`config.mk`:
```
export PLATFORM = sky130hd
export DESIGN_NAME = dns_response_a_record_parser
export DESIGN_NICKNAME = d
export VERILOG_FILES = /design/src/rtl/core/dns_rsp_pkg.sv /design/src/rtl/core/dns_rsp_core.sv /design/src/rtl/core/dns_response_a_record_parser.sv
export SDC_FILE = /design/constraint.sdc
export NUM_CORES = 1
export LEC_CHECK = 0
export ABC_AREA = 1
export CORE_UTILIZATION = 26
export CTS_BUF_LIST = sky130_fd_sc_hd__clkbuf_4 sky130_fd_sc_hd__clkbuf_8
export CTS_CLUSTER_DIAMETER = 100
export CTS_CLUSTER_SIZE = 10
export DETAILED_ROUTE_END_ITERATION = 16
export DONT_BUFFER_PORTS = 1
export SETUP_SLACK_MARGIN = 0.02
export SLEW_MARGIN = 10
export SYNTH_ARGS = -nofsm -noshare
export SYNTH_HDL_FRONTEND = slang
export SYNTH_SLANG_ARGS = --single-unit
export TNS_END_PERCENT = 100
```
`constraint.sdc`:
```
create_clock -name i_clk -period 6.5 [get_ports i_clk]
set_input_delay 0.325 -clock i_clk [delete_from_list [all_inputs] [get_ports i_clk]]
set_output_delay 0.325 -clock i_clk [all_outputs]
set_load 0.01 [all_outputs]
```
`src/rtl/core/dns_rsp_pkg.sv`:
```
package dns_rsp_pkg;

    typedef enum logic [3:0] {
        PH_HEADER  = 4'd0,
        PH_Q_NAME  = 4'd1,
        PH_Q_LABEL = 4'd2,
        PH_Q_FIXED = 4'd3,
        PH_A_NAME  = 4'd4,
        PH_A_LABEL = 4'd5,
        PH_A_PTR   = 4'd6,
        PH_A_FIXED = 4'd7,
        PH_A_ADDR  = 4'd8,
        PH_A_RDATA = 4'd9,
        PH_DONE    = 4'd10
    } t_phase;

    typedef enum logic [2:0] {
        ST_FOUND    = 3'd0,
        ST_SHORT    = 3'd1,
        ST_BAD_ID   = 3'd2,
        ST_NOT_RESP = 3'd3,
        ST_NO_ANS   = 3'd4,
        ST_NO_A     = 3'd5
    } t_status;

    localparam logic [15:0] EXPECTED_ID_RESET = 16'h1234;
    localparam logic [15:0] RESP_FLAG_MASK    = 16'h8000;
    localparam logic [1:0]  PTR_TAG           = 2'b11;
    localparam logic [15:0] Q_FIXED_LEN       = 16'd4;
    localparam logic [15:0] Q_PTR_FIXED_LEN   = 16'd5;
    localparam logic [15:0] A_FIXED_LEN       = 16'd10;
    localparam logic [15:0] A_ADDR_LEN        = 16'd4;
    localparam logic [15:0] RTYPE_A           = 16'd1;

    typedef struct packed {
        logic [7:0] payload_byte;
        logic       last_byte;
    } t_in_beat;

    typedef struct packed {
        t_status     status;
        logic [31:0] address;
    } t_out_beat;

endpackage

```
`src/rtl/core/dns_rsp_core.sv`:
```
module dns_rsp_core #(
    parameter int MAX_PACKET_BYTES = 1024
) (
    input  logic                 i_clk,
    input  logic                 i_rst_n,
    input  logic                 i_take,
    input  dns_rsp_pkg::t_in_beat i_beat,
    input  logic [15:0]          i_expected_id,
    output dns_rsp_pkg::t_out_beat o_result
);
    import dns_rsp_pkg::*;

    localparam int PosW = $clog2(MAX_PACKET_BYTES + 1);
    localparam logic [PosW-1:0] PosMax = PosW'(MAX_PACKET_BYTES);

    logic [PosW-1:0] r_pos, n_pos;
    t_phase          r_phase, p_phase, n_phase;
    t_status         r_verdict, p_verdict, n_verdict;
    logic [15:0]     r_hdr, n_hdr;
    logic [15:0]     r_qleft, n_qleft;
    logic [15:0]     r_aleft, n_aleft;
    logic [15:0]     r_skip, n_skip;
    logic [15:0]     r_type, n_type;
    logic [15:0]     r_len, n_len;
    logic [31:0]     r_addr, n_addr;

    logic [7:0]  b;
    logic        parse_en;
    logic [15:0] word;
    logic [15:0] skip_dec;
    logic        skip_end;
    logic [15:0] fix_idx;
    logic [15:0] fix_type;
    logic [15:0] fix_len;
    logic [15:0] q_dec;
    logic [15:0] a_dec;
    logic        is_ptr;

    assign b        = i_beat.payload_byte;
    assign parse_en = i_take && (r_pos < PosMax);
    assign word     = {r_hdr[7:0], b};
    assign skip_dec = r_skip - 16'd1;
    assign skip_end = (skip_dec == 16'd0);
    assign fix_idx  = A_FIXED_LEN - r_skip;
    assign fix_type = (fix_idx <= 16'd1) ? {r_type[7:0], b} : r_type;
    assign fix_len  = (fix_idx >= 16'd8) ? {r_len[7:0], b} : r_len;
    assign q_dec    = r_qleft - 16'd1;
    assign a_dec    = r_aleft - 16'd1;
    assign is_ptr   = (b[7:6] == PTR_TAG);

    // Phase after this byte is parsed.
    always_comb begin
        p_phase = r_phase;
        if (parse_en) begin
            case (r_phase)
                PH_HEADER: begin
                    if (r_pos == PosW'(11)) begin
                        if (r_verdict != ST_NO_A) begin
                            p_phase = PH_DONE;
                        end else if (r_qleft == 16'd0) begin
                            p_phase = PH_A_NAME;
                        end else begin
                            p_phase = PH_Q_NAME;
                        end
                    end
                end
                PH_Q_NAME: begin
                    if (b == 8'd0 || is_ptr) begin
                        p_phase = PH_Q_FIXED;
                    end else begin
                        p_phase = PH_Q_LABEL;
                    end
                end
                PH_Q_LABEL: begin
                    if (skip_end) p_phase = PH_Q_NAME;
                end
                PH_Q_FIXED: begin
                    if (skip_end) p_phase = (q_dec == 16'd0) ? PH_A_NAME : PH_Q_NAME;
                end
                PH_A_NAME: begin
                    if (b == 8'd0) begin
                        p_phase = PH_A_FIXED;
                    end else if (is_ptr) begin
                        p_phase = PH_A_PTR;
                    end else begin
                        p_phase = PH_A_LABEL;
                    end
                end
                PH_A_LABEL: begin
                    if (skip_end) p_phase = PH_A_NAME;
                end
                PH_A_PTR: begin
                    p_phase = PH_A_FIXED;
                end
                PH_A_FIXED: begin
                    if (skip_end) begin
                        if (fix_type == RTYPE_A && fix_len == A_ADDR_LEN) begin
                            p_phase = PH_A_ADDR;
                        end else if (fix_len == 16'd0) begin
                            p_phase = (a_dec == 16'd0) ? PH_DONE : PH_A_NAME;
                        end else begin
                            p_phase = PH_A_RDATA;
                        end
                    end
                end
                PH_A_ADDR: begin
                    if (skip_end) p_phase = PH_DONE;
                end
                PH_A_RDATA: begin
                    if (skip_end) p_phase = (a_dec == 16'd0) ? PH_DONE : PH_A_NAME;
                end
                default: begin
                    p_phase = r_phase;
                end
            endcase
        end
        n_phase = (i_take && i_beat.last_byte) ? PH_HEADER : p_phase;
    end

    // Counters, header fields, record fields and verdict.
    always_comb begin
        n_hdr     = r_hdr;
        n_qleft   = r_qleft;
        n_aleft   = r_aleft;
        n_skip    = r_skip;
        n_type    = r_type;
        n_len     = r_len;
        n_addr    = r_addr;
        p_verdict = r_verdict;
        n_pos     = r_pos;
        if (parse_en) begin
            n_pos = r_pos + PosW'(1);
            case (r_phase)
                PH_HEADER: begin
                    if (!r_pos[0]) begin
                        n_hdr = {8'd0, b};
                    end else if (r_pos == PosW'(1)) begin
                        if (word != i_expected_id) p_verdict = ST_BAD_ID;
                    end else if (r_pos == PosW'(3)) begin
                        if (r_verdict == ST_NO_A && (word & RESP_FLAG_MASK) == 16'd0) begin
                            p_verdict = ST_NOT_RESP;
                        end
                    end else if (r_pos == PosW'(5)) begin
                        n_qleft = word;
                    end else if (r_pos == PosW'(7)) begin
                        n_aleft = word;
                        if (r_verdict == ST_NO_A && word == 16'd0) p_verdict = ST_NO_ANS;
                    end
                end
                PH_Q_NAME: begin
                    if (b == 8'd0) begin
                        n_skip = Q_FIXED_LEN;
                    end else if (is_ptr) begin
                        n_skip = Q_PTR_FIXED_LEN;
                    end else begin
                        n_skip = {8'd0, b};
                    end
                end
                PH_Q_LABEL: begin
                    n_skip = skip_dec;
                end
                PH_Q_FIXED: begin
                    n_skip = skip_dec;
                    if (skip_end) n_qleft = q_dec;
                end
                PH_A_NAME: begin
                    if (b == 8'd0) begin
                        n_skip = A_FIXED_LEN;
                    end else if (!is_ptr) begin
                        n_skip = {8'd0, b};
                    end
                end
                PH_A_LABEL: begin
                    n_skip = skip_dec;
                end
                PH_A_PTR: begin
                    n_skip = A_FIXED_LEN;
                end
                PH_A_FIXED: begin
                    n_type = fix_type;
                    n_len  = fix_len;
                    n_skip = skip_dec;
                    if (skip_end) begin
                        if (fix_type == RTYPE_A && fix_len == A_ADDR_LEN) begin
                            n_skip = A_ADDR_LEN;
                            n_addr = 32'd0;
                        end else if (fix_len == 16'd0) begin
                            n_aleft = a_dec;
                        end else begin
                            n_skip = fix_len;
                        end
                    end
                end
                PH_A_ADDR: begin
                    n_addr = {r_addr[23:0], b};
                    n_skip = skip_dec;
                    if (skip_end) p_verdict = ST_FOUND;
                end
                PH_A_RDATA: begin
                    n_skip = skip_dec;
                    if (skip_end) n_aleft = a_dec;
                end
                default: begin
                    n_skip = r_skip;
                end
            endcase
        end
        n_verdict = p_verdict;
        if (i_take && i_beat.last_byte) begin
            n_verdict = ST_NO_A;
            n_pos     = '0;
        end
    end

    // The result reflects the state after the marked byte has been parsed.
    always_comb begin
        o_result.status  = (p_phase == PH_HEADER) ? ST_SHORT : p_verdict;
        o_result.address = (o_result.status == ST_FOUND) ? n_addr : 32'd0;
    end

    always_ff @(posedge i_clk) begin
        if (!i_rst_n) begin
            r_pos     <= '0;
            r_phase   <= PH_HEADER;
            r_verdict <= ST_NO_A;
        end else begin
            r_pos     <= n_pos;
            r_phase   <= n_phase;
            r_verdict <= n_verdict;
        end
    end

    always_ff @(posedge i_clk) begin
        r_hdr   <= n_hdr;
        r_qleft <= n_qleft;
        r_aleft <= n_aleft;
        r_skip  <= n_skip;
        r_type  <= n_type;
        r_len   <= n_len;
        r_addr  <= n_addr;
    end

endmodule

```
`src/rtl/core/dns_response_a_record_parser.sv`:
```
// Channel  Direction  Payload            Handshake
// in       input      t_in_beat          i_in_valid / o_in_ready
// out      output     t_out_beat         o_out_valid / i_out_ready
// cfg      input      expected ID [15:0] i_cfg_valid / o_cfg_ready
//
// One payload byte is taken per cycle unless a marked byte is stalled; a beat is held in the input
// register and is parsed as it leaves it, and its result is then held in the result register.
// Only the result register can stall the input: a marked byte waits while a result
// is still untaken. Synchronous active-low reset clears the parser to the header phase
// and the expected ID to 0x1234. Configuration writes are taken every cycle.
module dns_response_a_record_parser #(
    parameter int MAX_PACKET_BYTES = 1024
) (
    input  logic                   i_clk,
    input  logic                   i_rst_n,
    input  logic                   i_in_valid,
    output logic                   o_in_ready,
    input  dns_rsp_pkg::t_in_beat  i_in_data,
    output logic                   o_out_valid,
    input  logic                   i_out_ready,
    output dns_rsp_pkg::t_out_beat o_out_data,
    input  logic                   i_cfg_valid,
    output logic                   o_cfg_ready,
    input  logic [15:0]            i_cfg_expected_id
);
    import dns_rsp_pkg::*;

    logic      r_in_valid;
    t_in_beat  r_in_beat;
    logic      r_out_valid;
    t_out_beat r_out_beat;
    logic [15:0] r_expected_id;
    logic      take;
    t_out_beat result;

    // A non-final beat never produces a result, so only a marked beat waits.
    assign take        = r_in_valid && (!r_in_beat.last_byte || !r_out_valid || i_out_ready);
    assign o_in_ready  = !r_in_valid || take;
    assign o_cfg_ready = 1'b1;
    assign o_out_valid = r_out_valid;
    assign o_out_data  = r_out_beat;

    dns_rsp_core #(
        .MAX_PACKET_BYTES(MAX_PACKET_BYTES)
    ) u_core (
        .i_clk         (i_clk),
        .i_rst_n       (i_rst_n),
        .i_take        (take),
        .i_beat        (r_in_beat),
        .i_expected_id (r_expected_id),
        .o_result      (result)
    );

    always_ff @(posedge i_clk) begin
        if (!i_rst_n) begin
            r_in_valid    <= 1'b0;
            r_out_valid   <= 1'b0;
            r_expected_id <= EXPECTED_ID_RESET;
        end else begin
            if (i_in_valid && o_in_ready) begin
                r_in_valid <= 1'b1;
            end else if (take) begin
                r_in_valid <= 1'b0;
            end
            if (take && r_in_beat.last_byte) begin
                r_out_valid <= 1'b1;
            end else if (i_out_ready) begin
                r_out_valid <= 1'b0;
            end
            if (i_cfg_valid) begin
                r_expected_id <= i_cfg_expected_id;
            end
        end
    end

    always_ff @(posedge i_clk) begin
        if (i_in_valid && o_in_ready) begin
            r_in_beat <= i_in_data;
        end
        if (take && r_in_beat.last_byte) begin
            r_out_beat <= result;
        end
    end

endmodule
```
==> metrics list <==
- Number of synthesized flops with an enable pin: roughly 130
- Maximum ir drop on the vdd rail: approximately 170 uV
- Worst setup EP type: register
- Fraction of layout instances using a drive strength above 1: under 10%
* Endpoint required time on the critical path: ~6700 ps
* Number of filler cells placed in the layout: approximately 4500
- Count of mapped cells out of synthesis: approximately 1400
- At the end of the flow the core is filled with cells to between 20% and 30%.
- Peak Freq: 213 MHz
* Quantity of I/O buffers inserted on ports: 0
- Crit path max fanout: 32
- The smallest clock period supported by the final layout is computed as approximately 4700 ps.
- The net count of the finished layout is about 1400.
- Leading register cell type out of synthesis: sky130_fd_sc_hd__edfxtp_1
- Setup repair after global routing left no endpoint under its margin.
- After synthesis, the most frequently instantiated cells are sky130_fd_sc_hd__nand2_1 (266), sky130_fd_sc_hd__inv_1 (244), sky130_fd_sc_hd__nor2_1 (158), sky130_fd_sc_hd__edfxtp_1 (132), sky130_fd_sc_hd__o21ai_0 (99).
* Maximum capacitance violations: 0
* Clock sink total: 200
* Rows: 75
- Most frequently used cell type in the post-synthesis netlist: sky130_fd_sc_hd__nand2_1
- The min-delay analysis places its worst path in the category in2reg.
* Proportion of synthesized flip-flops having asynchronous set or reset: 0%
- In this run the cell area of the synthesized design comes to roughly 11000 um^2.
- Fraction of synthesized cell area taken by the top area cell type: 35.7%
* Total length of routed wires: slightly below 30000 um
- N_diodes: 0
* Area growth syn-to-layout: 10.9%
* Class of the most critical setup path: reg2reg
* Max-Slew Margin vs Limit: between 20% and 30%
* Final weighted congestion of routability-driven global placement: between 0.8 and 0.9
- Run status: completed
- For the worst setup path, the data arrival time is between 4000 and 5000 ps.
- Via count of the routed design: 9171
* Remaining design rule violation count: 0
* Internal reg-to-reg setup slack: 1820 ps
- Counting cells, the worst reg-to-reg path comes to 21.
- CTS tree: yes
* Number of hold-slack violations in the final timing report: 0
* Worst Setup SP: u_core.r_skip[0]
- The initial utilization of the core area, before any placement, comes to approximately a quarter.
- Half-perimeter wire length of the detailed placement result: a little over 20000 um
- The number of antenna violations at the first check in global routing is 0.
- Unique cell type count in the Yosys netlist: 46
- Library cell occupying the most area in the post-synthesis netlist: sky130_fd_sc_hd__edfxtp_1
- Launch point of the worst reg-to-reg path: u_core.r_skip[0]
- Area of the core: approximately 42000 um^2
* Global-route wire length before repair: approximately 47000 um
- For the pin with the worst max-slew slack, the measured transition is ~1100 ps.
- After synthesis, the cell types taking the most area are sky130_fd_sc_hd__edfxtp_1 (36%), sky130_fd_sc_hd__dfxtp_1 (12%), sky130_fd_sc_hd__nand2_1 (9.0%), sky130_fd_sc_hd__inv_1 (8.2%), sky130_fd_sc_hd__nor2_1 (5.3%).
- Summed over all cells, the static leakage comes to between 5 and 6 nW.
* Pwr/cell area: 236 nW/um^2
- Root Buffer: sky130_fd_sc_hd__clkbuf_8
- Setup violations remaining at the end of the flow were counted as 0.
* Average detailed-routed wire length per instance: ~15 um
- The clock reaches the later pin of the worst-skew pair after about 480 ps.
- Number of max-slew violations in the final report: 0
- The endpoint identified for the worst register-to-register timing path is o_out_data[1].
- Maximum number of pins on one net before global-route repair: 37
- After clock tree synthesis, the clock-pin slew on the worst setup and hold paths is between 100 and 150 ps.
- Counting the buffers created by CTS gives 17.
- Avg Synthesized Cell Area: about 8.0 um^2
* Max Clock Skew: around 27 ps
- FF+latch count, synth: 200
- The count of nets left with antenna violations once routing finished came out at 0.
- In this run the post-CTS setup repair buffer count came out at 0.
- Grt ovf: 0
* Die Footprint: ~44000 um^2
- Number of top-level pins: slightly below 70
- Of the available clock period, the critical path in the final layout requires just over 70%.
* Maximum level of the CTS H-tree: 4
- The worst hold path begins at i_cfg_valid.
* Number of global-route vias before repair: between 9000 and 10000
- Maximum clock path buffer count: 2
* Syn Nets: 1433
- During synthesis, Yosys emitted a total of 0 warnings.
- Die X-Extent: roughly 210 um
- Sequential share of the synthesized area: approximately 48%
- In this run, the number of DRC markers left after iteration 0 of detailed routing was about 580.
- Die height: 209 um
- Final setup TNS: 0 ps
- The most critical setup path has its endpoint at o_out_data[1].
- In the routed layout, each cell is associated on average with a via count of approximately 4.7.
- The worst setup path is launched from a register.
* Detailed Routing Iterations Pass 1: 7
* All-layer global routing usage: a little over an eighth
logic make-up after synthesis:
| kind of cell | synth area share [%] |
|---|---|
| AND/OR/NAND/NOR | 23.8 |
| buffers and inverters | 10.7 |
| AO/OA/AOI/OAI | 12.3 |
| flip-flops | 47.9 |
| XOR/XNOR | 3.94 |
| adder cells (fa/ha/maj) | 1.24 |
| other | 0.0337 |
layout by cell type, fill, tap and decap left out, types with 3 or more instances in the layout:
master / netlist / routed
sky130_fd_sc_hd__a31oi_2: 8 / 8
sky130_fd_sc_hd__nor2_1: 158 / 157
sky130_fd_sc_hd__edfxtp_1: 132 / 132
sky130_fd_sc_hd__dfxtp_1: 68 / 68
sky130_fd_sc_hd__inv_1: 244 / 244
sky130_fd_sc_hd__nor3_1: 23 / 23
sky130_fd_sc_hd__nor4_1: 5 / 5
sky130_fd_sc_hd__dlygate4sd3_1: 0 / 25
sky130_fd_sc_hd__nand3_1: 50 / 50
sky130_fd_sc_hd__a31oi_1: 25 / 25
sky130_fd_sc_hd__ha_1: 11 / 11
sky130_fd_sc_hd__nand3b_1: 4 / 4
sky130_fd_sc_hd__a21oi_1: 36 / 35
sky130_fd_sc_hd__inv_8: 0 / 5
sky130_fd_sc_hd__buf_4: 7 / 12
sky130_fd_sc_hd__o22ai_1: 33 / 33
sky130_fd_sc_hd__o21ai_1: 11 / 11
sky130_fd_sc_hd__clkinv_2: 0 / 3
sky130_fd_sc_hd__o21ai_0: 99 / 99
sky130_fd_sc_hd__nor2_4: 4 / 5
sky130_fd_sc_hd__inv_2: 9 / 9
sky130_fd_sc_hd__xor2_1: 29 / 29
sky130_fd_sc_hd__nand2_2: 4 / 4
sky130_fd_sc_hd__nor2_2: 18 / 18
sky130_fd_sc_hd__nand4_1: 54 / 54
sky130_fd_sc_hd__o2111ai_1: 6 / 6
sky130_fd_sc_hd__xnor2_1: 21 / 21
sky130_fd_sc_hd__nand2_1: 266 / 266
sky130_fd_sc_hd__clkbuf_8: 0 / 17
power by group:
group	internal [mW]	total (mW)	switching, mW
Combinational	0.173	0.477	0.303
Sequential	1.49	1.58	0.0904
Clock	0.361	0.856	0.495
how the worst min path moves through the flow:
stage / end / slack, ps / depth (start not counted)
after CTS: r_expected_id[1] / 1 / 2
after detailed placement: r_expected_id[9] / 420 / 1
after global placement: r_expected_id[12] / 410 / 1
after global routing: r_expected_id[0] / 6 / 2
final: r_expected_id[0] / 20 / 2
after floorplan: r_in_beat[0] / 420 / 0
registers in the layout, indices dropped and copies added (netlist names):
register and flops:
r_in_valid 1, u_core.r_type 16, u_core.r_phase 4, u_core.r_verdict 3
r_in_beat 9, u_core.r_pos 11, u_core.r_addr 32, u_core.r_qleft 16
u_core.r_skip 16, r_expected_id 16, u_core.r_len 16, u_core.r_aleft 16
u_core.r_hdr 8, o_out_valid 1, o_out_data 35
critical path: stages, from the launching register on:
cell and delay (ps):
sky130_fd_sc_hd__edfxtp_1 530, sky130_fd_sc_hd__ha_1 280, sky130_fd_sc_hd__nor2_1 170, sky130_fd_sc_hd__nor2_2 80
sky130_fd_sc_hd__nor2_2 150, sky130_fd_sc_hd__nand3_1 90, sky130_fd_sc_hd__nand2_1 80, sky130_fd_sc_hd__nand2_1 70
sky130_fd_sc_hd__nor2_4 530, sky130_fd_sc_hd__nand3_1 710, sky130_fd_sc_hd__o21ai_1 380, sky130_fd_sc_hd__nand2_1 80
sky130_fd_sc_hd__nor2_1 150, sky130_fd_sc_hd__nand2_1 80, sky130_fd_sc_hd__nor2_1 120, sky130_fd_sc_hd__nand2_1 70
sky130_fd_sc_hd__nand3_2 110, sky130_fd_sc_hd__nand2_1 80, sky130_fd_sc_hd__nand2_2 90, sky130_fd_sc_hd__nand4_4 130
sky130_fd_sc_hd__nand3_4 350, sky130_fd_sc_hd__nor2_1 100
per-layer routing:
layer  global-route usage, %  share of wire, %  up-vias
li1                        -                 -     4599
met1                    17.3                46     4291
met2                    22.1                47      238
met3                    2.37               5.6       43
met4                    4.18               2.0        0
met5                       0                 0        -
per-stage QoR:
step	total power, mW	setup WS (ps)	cell area [um^2]	std cells	hold WS (ps)
2_1_floorplan	1.95	1540	11100	1392	424
3_3_place_gp	2.06	2060	11700	1896	413
3_5_place_dp	2.07	1880	11700	1896	418
4_1_cts	2.93	1850	12300	1953	1.08
5_1_grt	3.06	1270	12300	1953	6.02
6_report	2.91	1820	12300	1953	23.1
cell type report:
type	count	area, um^2	share of cell area [%]
clock inverter	15	186	1.51
sequential	200	5330	43.2
multi-input combinational	891	4610	37.4
inverter	254	953	7.73
tap	539	674	5.47
timing repair buffer	37	340	2.76
clock buffer	17	234	1.90
what timing repair did:
item / in CTS / in global routing
endpoints found under the hold margin: 27 / 0
hold buffers: 25 / 0
resized for setup: 0 / 0
No activity file was read; power rests on OpenSTA's default activity.
